**src/sv/lob_pkg.sv**
```systemverilog
// Shared types, sizes and codes for the limit order book matcher.
package lob_pkg;

  localparam int ORDER_SLOTS  = 32;
  localparam int PRICE_BITS   = 8;
  localparam int QTY_BITS     = 16;
  localparam int ID_BITS      = 16;
  localparam int SLOT_W       = $clog2(ORDER_SLOTS);

  typedef enum logic [1:0] {
    OP_ADD    = 2'd0,
    OP_CANCEL = 2'd1,
    OP_MODIFY = 2'd2,
    OP_BAD    = 2'd3
  } op_e;

  typedef enum logic [2:0] {
    KIND_TRADE     = 3'd0,
    KIND_RESTED    = 3'd1,
    KIND_FILLED    = 3'd2,
    KIND_CANCELLED = 3'd3,
    KIND_MODIFIED  = 3'd4,
    KIND_NOT_FOUND = 3'd5,
    KIND_REJECTED  = 3'd6
  } kind_e;

  typedef struct packed {
    logic [1:0]            opcode;
    logic                  side;
    logic [PRICE_BITS-1:0] price;
    logic [QTY_BITS-1:0]   quantity;
    logic [ID_BITS-1:0]    target_id;
  } in_word_t;

  typedef struct packed {
    kind_e                 kind;
    logic [PRICE_BITS-1:0] trade_price;
    logic [QTY_BITS-1:0]   trade_qty;
    logic [ID_BITS-1:0]    buy_id;
    logic [ID_BITS-1:0]    sell_id;
    logic [ID_BITS-1:0]    subject_id;
    logic [QTY_BITS-1:0]   remaining_qty;
    logic                  last;
  } out_word_t;

  // classified command handed from the front queue to the engine
  typedef struct packed {
    logic     valid;
    op_e      cls;
    in_word_t word;
  } cmd_t;

endpackage

```
**src/sv/lob_front.sv**
```systemverilog
// Front end: accepts input words, classifies them and queues them for the engine.
module lob_front (
  input  logic              clk_i,
  input  logic              rst_ni,
  input  logic              in_valid_i,
  output logic              in_stall_o,
  input  lob_pkg::in_word_t in_word_i,
  output lob_pkg::cmd_t     cmd_o,
  input  logic              pop_i
);
  import lob_pkg::*;

  op_e        cls_q [2];
  in_word_t   word_q [2];
  logic       wr_ptr_q, rd_ptr_q;
  logic [1:0] cnt_q;
  logic       push;
  logic       pop;

  assign in_stall_o = (cnt_q == 2'd2);
  assign push       = in_valid_i && !in_stall_o;
  assign pop        = pop_i && (cnt_q != 2'd0);

  assign cmd_o.valid = (cnt_q != 2'd0);
  assign cmd_o.cls   = cls_q[rd_ptr_q];
  assign cmd_o.word  = word_q[rd_ptr_q];

  always_ff @(posedge clk_i or negedge rst_ni) begin
    if (!rst_ni) begin
      wr_ptr_q <= 1'b0;
      rd_ptr_q <= 1'b0;
      cnt_q    <= 2'd0;
    end else begin
      if (push) wr_ptr_q <= !wr_ptr_q;
      if (pop)  rd_ptr_q <= !rd_ptr_q;
      cnt_q <= cnt_q + {1'b0, push} - {1'b0, pop};
    end
  end

  always_ff @(posedge clk_i) begin
    if (push) begin
      word_q[wr_ptr_q] <= in_word_i;
      unique case (in_word_i.opcode)
        OP_ADD:    cls_q[wr_ptr_q] <= OP_ADD;
        OP_CANCEL: cls_q[wr_ptr_q] <= OP_CANCEL;
        OP_MODIFY: cls_q[wr_ptr_q] <= OP_MODIFY;
        default:   cls_q[wr_ptr_q] <= OP_BAD;
      endcase
    end
  end

endmodule

```
**src/sv/lob_engine.sv**
```systemverilog
// Back end: order slots, age matrix, scanning matcher and result register.
module lob_engine (
  input  logic               clk_i,
  input  logic               rst_ni,
  input  lob_pkg::cmd_t      cmd_i,
  output logic               pop_o,
  output logic               out_valid_o,
  input  logic               out_stall_i,
  output lob_pkg::out_word_t out_word_o
);
  import lob_pkg::*;

  localparam logic [2:0] ST_IDLE   = 3'd0;
  localparam logic [2:0] ST_FIND   = 3'd1;
  localparam logic [2:0] ST_DECIDE = 3'd2;
  localparam logic [2:0] ST_SCAN   = 3'd3;
  localparam logic [2:0] ST_TRADE  = 3'd4;
  localparam logic [2:0] ST_FINAL  = 3'd5;
  localparam logic [SLOT_W-1:0] LAST_SLOT = SLOT_W'(ORDER_SLOTS - 1);

  // slot storage
  logic [ORDER_SLOTS-1:0] valid_q;
  logic                   side_q  [ORDER_SLOTS];
  logic [PRICE_BITS-1:0]  price_q [ORDER_SLOTS];
  logic [QTY_BITS-1:0]    qty_q   [ORDER_SLOTS];
  logic [ID_BITS-1:0]     ident_q [ORDER_SLOTS];
  // older_q[a][b] set: slot a arrived before slot b
  logic [ORDER_SLOTS-1:0] older_q [ORDER_SLOTS];

  logic [2:0]            state_q, state_d;
  logic [SLOT_W-1:0]     j_q, j_d;
  logic                  have_q, have_d;
  logic [SLOT_W-1:0]     best_q, best_d;
  logic [PRICE_BITS-1:0] bprice_q, bprice_d;
  logic [QTY_BITS-1:0]   bqty_q, bqty_d;
  logic [ID_BITS-1:0]    bident_q, bident_d;
  logic                  bside_q, bside_d;
  op_e                   op_q, op_d;
  logic                  wside_q, wside_d;
  logic [PRICE_BITS-1:0] wprice_q, wprice_d;
  logic [QTY_BITS-1:0]   qin_q, qin_d;
  logic [QTY_BITS-1:0]   left_q, left_d;
  logic [ID_BITS-1:0]    id_q, id_d;
  logic [ID_BITS-1:0]    id_ctr_q, id_ctr_d;
  kind_e                 kind_q, kind_d;
  logic [QTY_BITS-1:0]   rem_q, rem_d;

  logic                  out_valid_q;
  out_word_t             out_word_q;
  logic                  emit;
  out_word_t             emit_word;
  logic                  emit_ok;

  logic                  clr_en, qwr_en, rest_en;
  logic [SLOT_W-1:0]     wr_idx;
  logic [QTY_BITS-1:0]   qwr_val;
  logic                  free_any;
  logic [SLOT_W-1:0]     free_idx;
  logic                  cand, better;
  logic [QTY_BITS-1:0]   tq;

  assign emit_ok     = !out_valid_q || !out_stall_i;
  assign out_valid_o = out_valid_q;
  assign out_word_o  = out_word_q;

  // lowest free slot
  always_comb begin
    free_any = 1'b0;
    free_idx = '0;
    for (int k = ORDER_SLOTS - 1; k >= 0; k--) begin
      if (!valid_q[k]) begin
        free_any = 1'b1;
        free_idx = SLOT_W'(k);
      end
    end
  end

  always_comb begin
    cand = valid_q[j_q] && (side_q[j_q] != wside_q) &&
           (wside_q ? (price_q[j_q] >= wprice_q) : (price_q[j_q] <= wprice_q));
    better = !have_q ||
             (wside_q ? (price_q[j_q] > bprice_q) : (price_q[j_q] < bprice_q)) ||
             ((price_q[j_q] == bprice_q) && older_q[j_q][best_q]);
    tq = (left_q < bqty_q) ? left_q : bqty_q;
  end

  always_comb begin
    state_d  = state_q;
    j_d      = j_q;
    have_d   = have_q;
    best_d   = best_q;
    bprice_d = bprice_q;
    bqty_d   = bqty_q;
    bident_d = bident_q;
    bside_d  = bside_q;
    op_d     = op_q;
    wside_d  = wside_q;
    wprice_d = wprice_q;
    qin_d    = qin_q;
    left_d   = left_q;
    id_d     = id_q;
    id_ctr_d = id_ctr_q;
    kind_d   = kind_q;
    rem_d    = rem_q;
    pop_o    = 1'b0;
    emit     = 1'b0;
    emit_word = '0;
    clr_en   = 1'b0;
    qwr_en   = 1'b0;
    rest_en  = 1'b0;
    wr_idx   = best_q;
    qwr_val  = '0;

    unique case (state_q)
      ST_IDLE: begin
        if (cmd_i.valid) begin
          pop_o    = 1'b1;
          op_d     = cmd_i.cls;
          wside_d  = cmd_i.word.side;
          wprice_d = cmd_i.word.price;
          qin_d    = cmd_i.word.quantity;
          left_d   = cmd_i.word.quantity;
          j_d      = '0;
          have_d   = 1'b0;
          unique case (cmd_i.cls)
            OP_ADD: begin
              id_d     = id_ctr_q;
              id_ctr_d = id_ctr_q + ID_BITS'(1);
              state_d  = ST_SCAN;
            end
            OP_CANCEL, OP_MODIFY: begin
              id_d    = cmd_i.word.target_id;
              state_d = ST_FIND;
            end
            default: begin
              id_d    = cmd_i.word.target_id;
              kind_d  = KIND_NOT_FOUND;
              rem_d   = '0;
              state_d = ST_FINAL;
            end
          endcase
        end
      end
      ST_FIND: begin
        if (!have_q && valid_q[j_q] && (ident_q[j_q] == id_q)) begin
          have_d   = 1'b1;
          best_d   = j_q;
          bprice_d = price_q[j_q];
          bqty_d   = qty_q[j_q];
          bside_d  = side_q[j_q];
        end
        if (j_q == LAST_SLOT) state_d = ST_DECIDE;
        else j_d = j_q + SLOT_W'(1);
      end
      ST_DECIDE: begin
        state_d = ST_FINAL;
        rem_d   = '0;
        if (!have_q) begin
          kind_d = KIND_NOT_FOUND;
        end else if ((op_q == OP_CANCEL) || (qin_q == '0)) begin
          clr_en = 1'b1;
          kind_d = KIND_CANCELLED;
        end else if ((wprice_q == bprice_q) && (qin_q <= bqty_q)) begin
          qwr_en  = 1'b1;
          qwr_val = qin_q;
          kind_d  = KIND_MODIFIED;
          rem_d   = qin_q;
        end else begin
          // re-add with the same id and the resting side
          clr_en  = 1'b1;
          wside_d = bside_q;
          left_d  = qin_q;
          j_d     = '0;
          have_d  = 1'b0;
          state_d = ST_SCAN;
        end
      end
      ST_SCAN: begin
        if (left_q == '0) begin
          kind_d  = KIND_FILLED;
          rem_d   = '0;
          state_d = ST_FINAL;
        end else begin
          if (cand && better) begin
            have_d   = 1'b1;
            best_d   = j_q;
            bprice_d = price_q[j_q];
            bqty_d   = qty_q[j_q];
            bident_d = ident_q[j_q];
          end
          if (j_q == LAST_SLOT) state_d = ST_TRADE;
          else j_d = j_q + SLOT_W'(1);
        end
      end
      ST_TRADE: begin
        if (!have_q) begin
          rem_d   = left_q;
          state_d = ST_FINAL;
          if (free_any) begin
            rest_en = 1'b1;
            wr_idx  = free_idx;
            kind_d  = KIND_RESTED;
          end else begin
            kind_d  = KIND_REJECTED;
          end
        end else if (emit_ok) begin
          emit                    = 1'b1;
          emit_word.kind          = KIND_TRADE;
          emit_word.trade_price   = bprice_q;
          emit_word.trade_qty     = tq;
          emit_word.buy_id        = wside_q ? bident_q : id_q;
          emit_word.sell_id       = wside_q ? id_q : bident_q;
          emit_word.subject_id    = id_q;
          emit_word.remaining_qty = left_q - tq;
          qwr_en  = 1'b1;
          qwr_val = bqty_q - tq;
          clr_en  = (bqty_q == tq);
          left_d  = left_q - tq;
          j_d     = '0;
          have_d  = 1'b0;
          state_d = ST_SCAN;
        end
      end
      ST_FINAL: begin
        if (emit_ok) begin
          emit                    = 1'b1;
          emit_word.kind          = kind_q;
          emit_word.subject_id    = id_q;
          emit_word.remaining_qty = rem_q;
          emit_word.last          = 1'b1;
          state_d                 = ST_IDLE;
        end
      end
      default: state_d = ST_IDLE;
    endcase
  end

  always_ff @(posedge clk_i or negedge rst_ni) begin
    if (!rst_ni) begin
      state_q     <= ST_IDLE;
      valid_q     <= '0;
      id_ctr_q    <= ID_BITS'(1);
      out_valid_q <= 1'b0;
      have_q      <= 1'b0;
      j_q         <= '0;
    end else begin
      state_q  <= state_d;
      id_ctr_q <= id_ctr_d;
      have_q   <= have_d;
      j_q      <= j_d;
      if (clr_en)  valid_q[wr_idx] <= 1'b0;
      if (rest_en) valid_q[wr_idx] <= 1'b1;
      if (emit) out_valid_q <= 1'b1;
      else if (!out_stall_i) out_valid_q <= 1'b0;
    end
  end

  always_ff @(posedge clk_i) begin
    best_q   <= best_d;
    bprice_q <= bprice_d;
    bqty_q   <= bqty_d;
    bident_q <= bident_d;
    bside_q  <= bside_d;
    op_q     <= op_d;
    wside_q  <= wside_d;
    wprice_q <= wprice_d;
    qin_q    <= qin_d;
    left_q   <= left_d;
    id_q     <= id_d;
    kind_q   <= kind_d;
    rem_q    <= rem_d;
    if (emit) out_word_q <= emit_word;
    if (qwr_en) qty_q[wr_idx] <= qwr_val;
    if (rest_en) begin
      side_q[wr_idx]  <= wside_q;
      price_q[wr_idx] <= wprice_q;
      qty_q[wr_idx]   <= left_q;
      ident_q[wr_idx] <= id_q;
      // new arrival is younger than every other slot
      older_q[wr_idx] <= '0;
      for (int k = 0; k < ORDER_SLOTS; k++) begin
        if (SLOT_W'(k) != wr_idx) older_q[k][wr_idx] <= 1'b1;
      end
    end
  end

endmodule

```
**src/sv/limit_order_book_matcher.sv**
```systemverilog
// Top level: price-time priority limit order book matcher.
// An accepted word is popped from the queue, then a 32-slot pass, a decide or rest step and
// the final status word; a modify that re-adds runs a second pass. Each trade that leaves
// the order open starts a new pass; the fill that completes it goes from the scan to final.
// The engine holds one word at a time, plus any output stall; the 2-deep front queue
// keeps accepting meanwhile. Reset: book empty, next id 1, ready right after reset.
module limit_order_book_matcher (
  input  logic               clk_i,
  input  logic               rst_ni,
  input  logic               in_valid_i,
  output logic               in_stall_o,
  input  lob_pkg::in_word_t  in_word_i,
  output logic               out_valid_o,
  input  logic               out_stall_i,
  output lob_pkg::out_word_t out_word_o
);
  import lob_pkg::*;

  cmd_t cmd;
  logic pop;

  lob_front u_front (
    .clk_i      (clk_i),
    .rst_ni     (rst_ni),
    .in_valid_i (in_valid_i),
    .in_stall_o (in_stall_o),
    .in_word_i  (in_word_i),
    .cmd_o      (cmd),
    .pop_i      (pop)
  );

  lob_engine u_engine (
    .clk_i       (clk_i),
    .rst_ni      (rst_ni),
    .cmd_i       (cmd),
    .pop_o       (pop),
    .out_valid_o (out_valid_o),
    .out_stall_i (out_stall_i),
    .out_word_o  (out_word_o)
  );

endmodule

```
**config.mk**
```make
export PLATFORM = sky130hd
export DESIGN_NAME = limit_order_book_matcher
export DESIGN_NICKNAME = d
export VERILOG_FILES = /design/src/sv/lob_pkg.sv /design/src/sv/lob_front.sv /design/src/sv/lob_engine.sv /design/src/sv/limit_order_book_matcher.sv
export SDC_FILE = /design/constraint.sdc
export NUM_CORES = 2
export LEC_CHECK = 0
export BUFFER_PORTS_ARGS = -buffer_cell sky130_fd_sc_hd__buf_4
export CAP_MARGIN = 10
export CORE_MARGIN = 2
export CORE_UTILIZATION = 45
export CTS_CLUSTER_SIZE = 28
export DETAILED_ROUTE_END_ITERATION = 10
export GPL_TIMING_DRIVEN = 0
export PLACE_DENSITY = 0.71
export SETUP_SLACK_MARGIN = 0.15
export SLEW_MARGIN = 10
export SYNTH_ARGS = -nofsm -noshare
export SYNTH_HDL_FRONTEND = slang
export SYNTH_SLANG_ARGS = --single-unit
```
**constraint.sdc**
```tcl
create_clock -name clk_i -period 6.5 [get_ports clk_i]
set_input_delay 0.975 -clock clk_i [delete_from_list [all_inputs] [get_ports clk_i]]
set_output_delay 0.975 -clock clk_i [all_outputs]
set_load 0.005 [all_outputs]
```
==> flow_metrics.env <==
export IMPL_yosysUniqueCellTypes=89
export IMPL_route_detailed_drc=0
export IMPL_whs_ns=0.152
export IMPL_maxCapViolCount=2
export IMPL_fmax_mhz=150
export IMPL_core_area_um2=233000
export IMPL_gp_congestion=1.05
export IMPL_clockBufferDepth=4
export IMPL_cp_max_fo=21
export IMPL_power_frac_seq_pct=37.9
export IMPL_p_int_uw=35500
export IMPL_p_clk_share_pct=29.5
export IMPL_finalCriticalPeriod_ns=6.68
export IMPL_finalWorstSetupSlack_ns=-0.180
export IMPL_totalWireLength_um=390000
export IMPL_swShare_pct=35.2
export IMPL_drt_pass1_iter_count=10
export IMPL_hold_class="input pin to async pin"
export IMPL_numPortBuffers=140
export IMPL_slew_headroom_pct=-2.73
export IMPL_dp_hpwl_um=257000
export IMPL_die_y_um=488
export IMPL_async_flop_share_pct=2.30
export IMPL_rsz0062_at_grt="true"
export IMPL_initial_utilization_pct=45.3
export IMPL_clock_latency_ns=0.95
export IMPL_cp_data_required_time_ns=7.10
export IMPL_critPathLaunchType="flip-flop"
export IMPL_final_antenna_net_count=0
export IMPL_grt_pass1_vias=66460
export IMPL_synthFlopType="edfxtp_1"
export IMPL_netlist_area_um2=106000
export IMPL_end_kind="flip-flop"
export IMPL_peakVddDrop_uv=258
export IMPL_crit_type="flip-flop to flip-flop"
export IMPL_grt_pass1_wl_um=529000
export IMPL_slew_viol_final=22
export IMPL_drt_iter0_drc=11384
export IMPL_reg2reg_slack_ns=-0.18
export IMPL_ys_warn_count=0
export IMPL_synth_avg_cell_area_um2=15.7
export IMPL_track_usage_pct=32.2
export IMPL_synth_seq_cells=2700
export IMPL_via_count=69406
export IMPL_clock_sinks=2700
export IMPL_cp_arrival_ns=7.28
export IMPL_final_setup_viol_count=39
export IMPL_r2r_start="u_engine.j_q[3]"
export IMPL_leakage_uw=0.0481
export IMPL_finalHoldViolCount=0
export IMPL_via_per_inst=6.53
export IMPL_yosysSeqAreaShare_pct=66.8
export IMPL_finalPower_uw=54800
export IMPL_fin_worst_skew_ns=0.102
export IMPL_power_per_cell_area_nw_per_um2=448
export IMPL_pin_count=141
export IMPL_p_sw_uw=19300
export IMPL_cts_hold_buffers=0
export IMPL_wl_per_cell_um=36.7
export IMPL_rows=177
export IMPL_syn_nets=6867
export IMPL_die_area_um2=238000
export IMPL_area_growth_pct=15.9
export IMPL_violations="capacitance limit, slew limit, setup timing"
export IMPL_synth_cells=6736
export IMPL_numCtsBuffers=287
export IMPL_synth_edf_count=1614
export IMPL_rr_worst_depth=13
export IMPL_fill_cells=18627
export IMPL_status="finished with violations"
export IMPL_tightestPinTransition_ns=1.54
export IMPL_die_x_um=488
export IMPL_drive_gt1_share_pct=23.1
export IMPL_antenna_found_initial=22
export IMPL_overflow=0
export IMPL_fin_nets=7395
export IMPL_r2r_end="u_engine.bqty_q[10]"
export IMPL_finalCritPeriodShare_pct=103
export IMPL_cts_clk_slew_worst_paths_ns=0.06
export IMPL_htree_levels=5
export IMPL_root_buffer="clkbuf_16"
export IMPL_comb_power_share_pct=32.6
export IMPL_grt_max_degree=63
export IMPL_cts_tree="yes"
-- cell type report --
class / instances / area, µm² / area share [%]
Tap cell: 3132 / 3920 / 3.20
Clock inverter: 105 / 1080 / 0.886
Inverter: 105 / 404 / 0.330
Buffer: 447 / 2700 / 2.21
Sequential cell: 2700 / 70500 / 57.6
Clock buffer: 394 / 8020 / 6.55
Multi-Input combinational cell: 3480 / 33000 / 26.9
Timing Repair Buffer: 243 / 2690 / 2.20
Antenna cell: 18 / 45.0 / 0.0368
-- kinds of logic after synthesis --
logic type / after synthesis / share of synthesized area (%)
AND/OR/NAND/NOR: 1186 / 5.02
buffers and inverters: 556 / 2.30
AO/OA/AOI/OAI: 1326 / 9.33
XOR/XNOR: 70 / 0.581
adder cells (fa/ha/maj): 84 / 1.01
multiplexers: 814 / 15.0
flip-flops: 2700 / 66.8
-- how the worst max path moves through the flow --
| stage | depth (start not counted) | to | slack [ns] | startpoint |
|---|---|---|---|---|
| 2_1_floorplan | 18 | u_engine.qty_q[0][13] | 0.20 | u_engine.left_q[1] |
| 3_3_place_gp | 15 | u_engine.bqty_q[5] | -5.41 | u_engine.j_q[2] |
| 3_5_place_dp | 19 | u_engine.bqty_q[5] | -3.33 | u_engine.j_q[1] |
| 4_1_cts | 21 | u_engine.bqty_q[11] | 0.15 | u_engine.j_q[0] |
| 5_1_grt | 19 | u_engine.qty_q[17][5] | 0.05 | u_engine.left_q[7] |
| 6_report | 13 | u_engine.bqty_q[10] | -0.18 | u_engine.j_q[3] |
-- Yosys cell counts, drive strengths merged (37+ instances only) --
cell    count  area, µm²
and2       49        307
a22oi      68        510
clkbuf    184        691
nand3      56        300
o21a      348       2610
mux2       54        608
buf       267       1340
inv       104        390
dfxtp    1024      20500
mux4      605      13600
nor2      500       1880
mux2i     155       1550
a21o      469       3520
edfxtp   1614      48500
nand4      46        288
dfrtp      61       1530
ha         82       1030
a22o       37        324
nand2     356       1350
nor2b      49        307
o22ai      43        269
o21ai      58        290
a21oi      83        438
-- worst max-delay path: stages, from the launching register on --
cell	delay, ns
dfrtp_1	0.59
nor2b_1	0.19
clkbuf_1	0.72
buf_1	1.07
clkbuf_1	0.93
nand2_1	0.11
a31oi_1	0.33
nand3_1	0.14
o31ai_1	0.83
nor4_2	0.22
a211oi_4	0.46
o21ai_1	0.21
a21oi_4	0.27
buf_12	0.22
-- registers in the layout (all words and copies together) (netlist names), 32 cells and up, named ones only --
register             cells
u_engine.older_q      1024
u_engine.ident_q       512
u_engine.qty_q         512
u_engine.price_q       256
u_engine.out_word_o     92
u_front.word_q          82
u_engine.side_q         32
-- stage by stage --
step                      setup slack (ns)  area (µm²)  cells  utilization, %  TNS [ns]
after floorplan                      0.203      106000   6736               -         0
after global routing                0.0544      122000  10608            52.5         0
after global placement               -5.41      111000  10008            47.4   -809.49
final                               -0.180      122000  10624            52.5     -4.35
after CTS                            0.155      122000  10583            52.3         0
after detailed placement             -3.33      112000  10080            48.1   -208.39
-- power by group through the flow --
stage                     combinational [µW]  sequential [µW]  clock [µW]
after global routing                   17900            20800       16800
after detailed placement               16200            21200           0
after global placement                 15700            21200           0
final                                  17800            20800       16200
after floorplan                         9040            20800           0
after CTS                              16700            20800       16100
-- what timing repair did --
item	CTS	global route
cloned	0	0
resized for setup	224	41
pin swaps	2	4
setup buffers	5	14
setup endpoints to repair	435	328
-- cells in the final DEF (no fill, tap or decap), drive strengths merged, types with 22 or more instances in the layout --
cell	instances
xor2	35
edfxtp	1614
a22o	37
dfrtp	61
and2	49
clkinv	69
o21a	348
nor3	29
inv	114
nand4	46
buf	501
a31oi	31
a21o	469
nor4	22
nand2	356
mux2i	155
mux4	605
xnor2	35
ha	82
o22ai	43
o21ai	58
dfxtp	1024
a221oi	24
a221o	23
nor2b	49
a21oi	83
nand3	56
clkbuf	580
nor2	500
mux2	54
a22oi	68
-- routing by layer --
layer	wire length (µm)	vias up	share of wire (%)	GRT usage [%]
met5	89	-	0.023	0
met3	53500	1335	14	11.0
li1	-	27018	-	-
met4	31000	14	8.0	21.4
met2	169000	5525	43	47.1
met1	137000	35514	35	40.7
No activity file was read; power rests on OpenSTA's default activity.
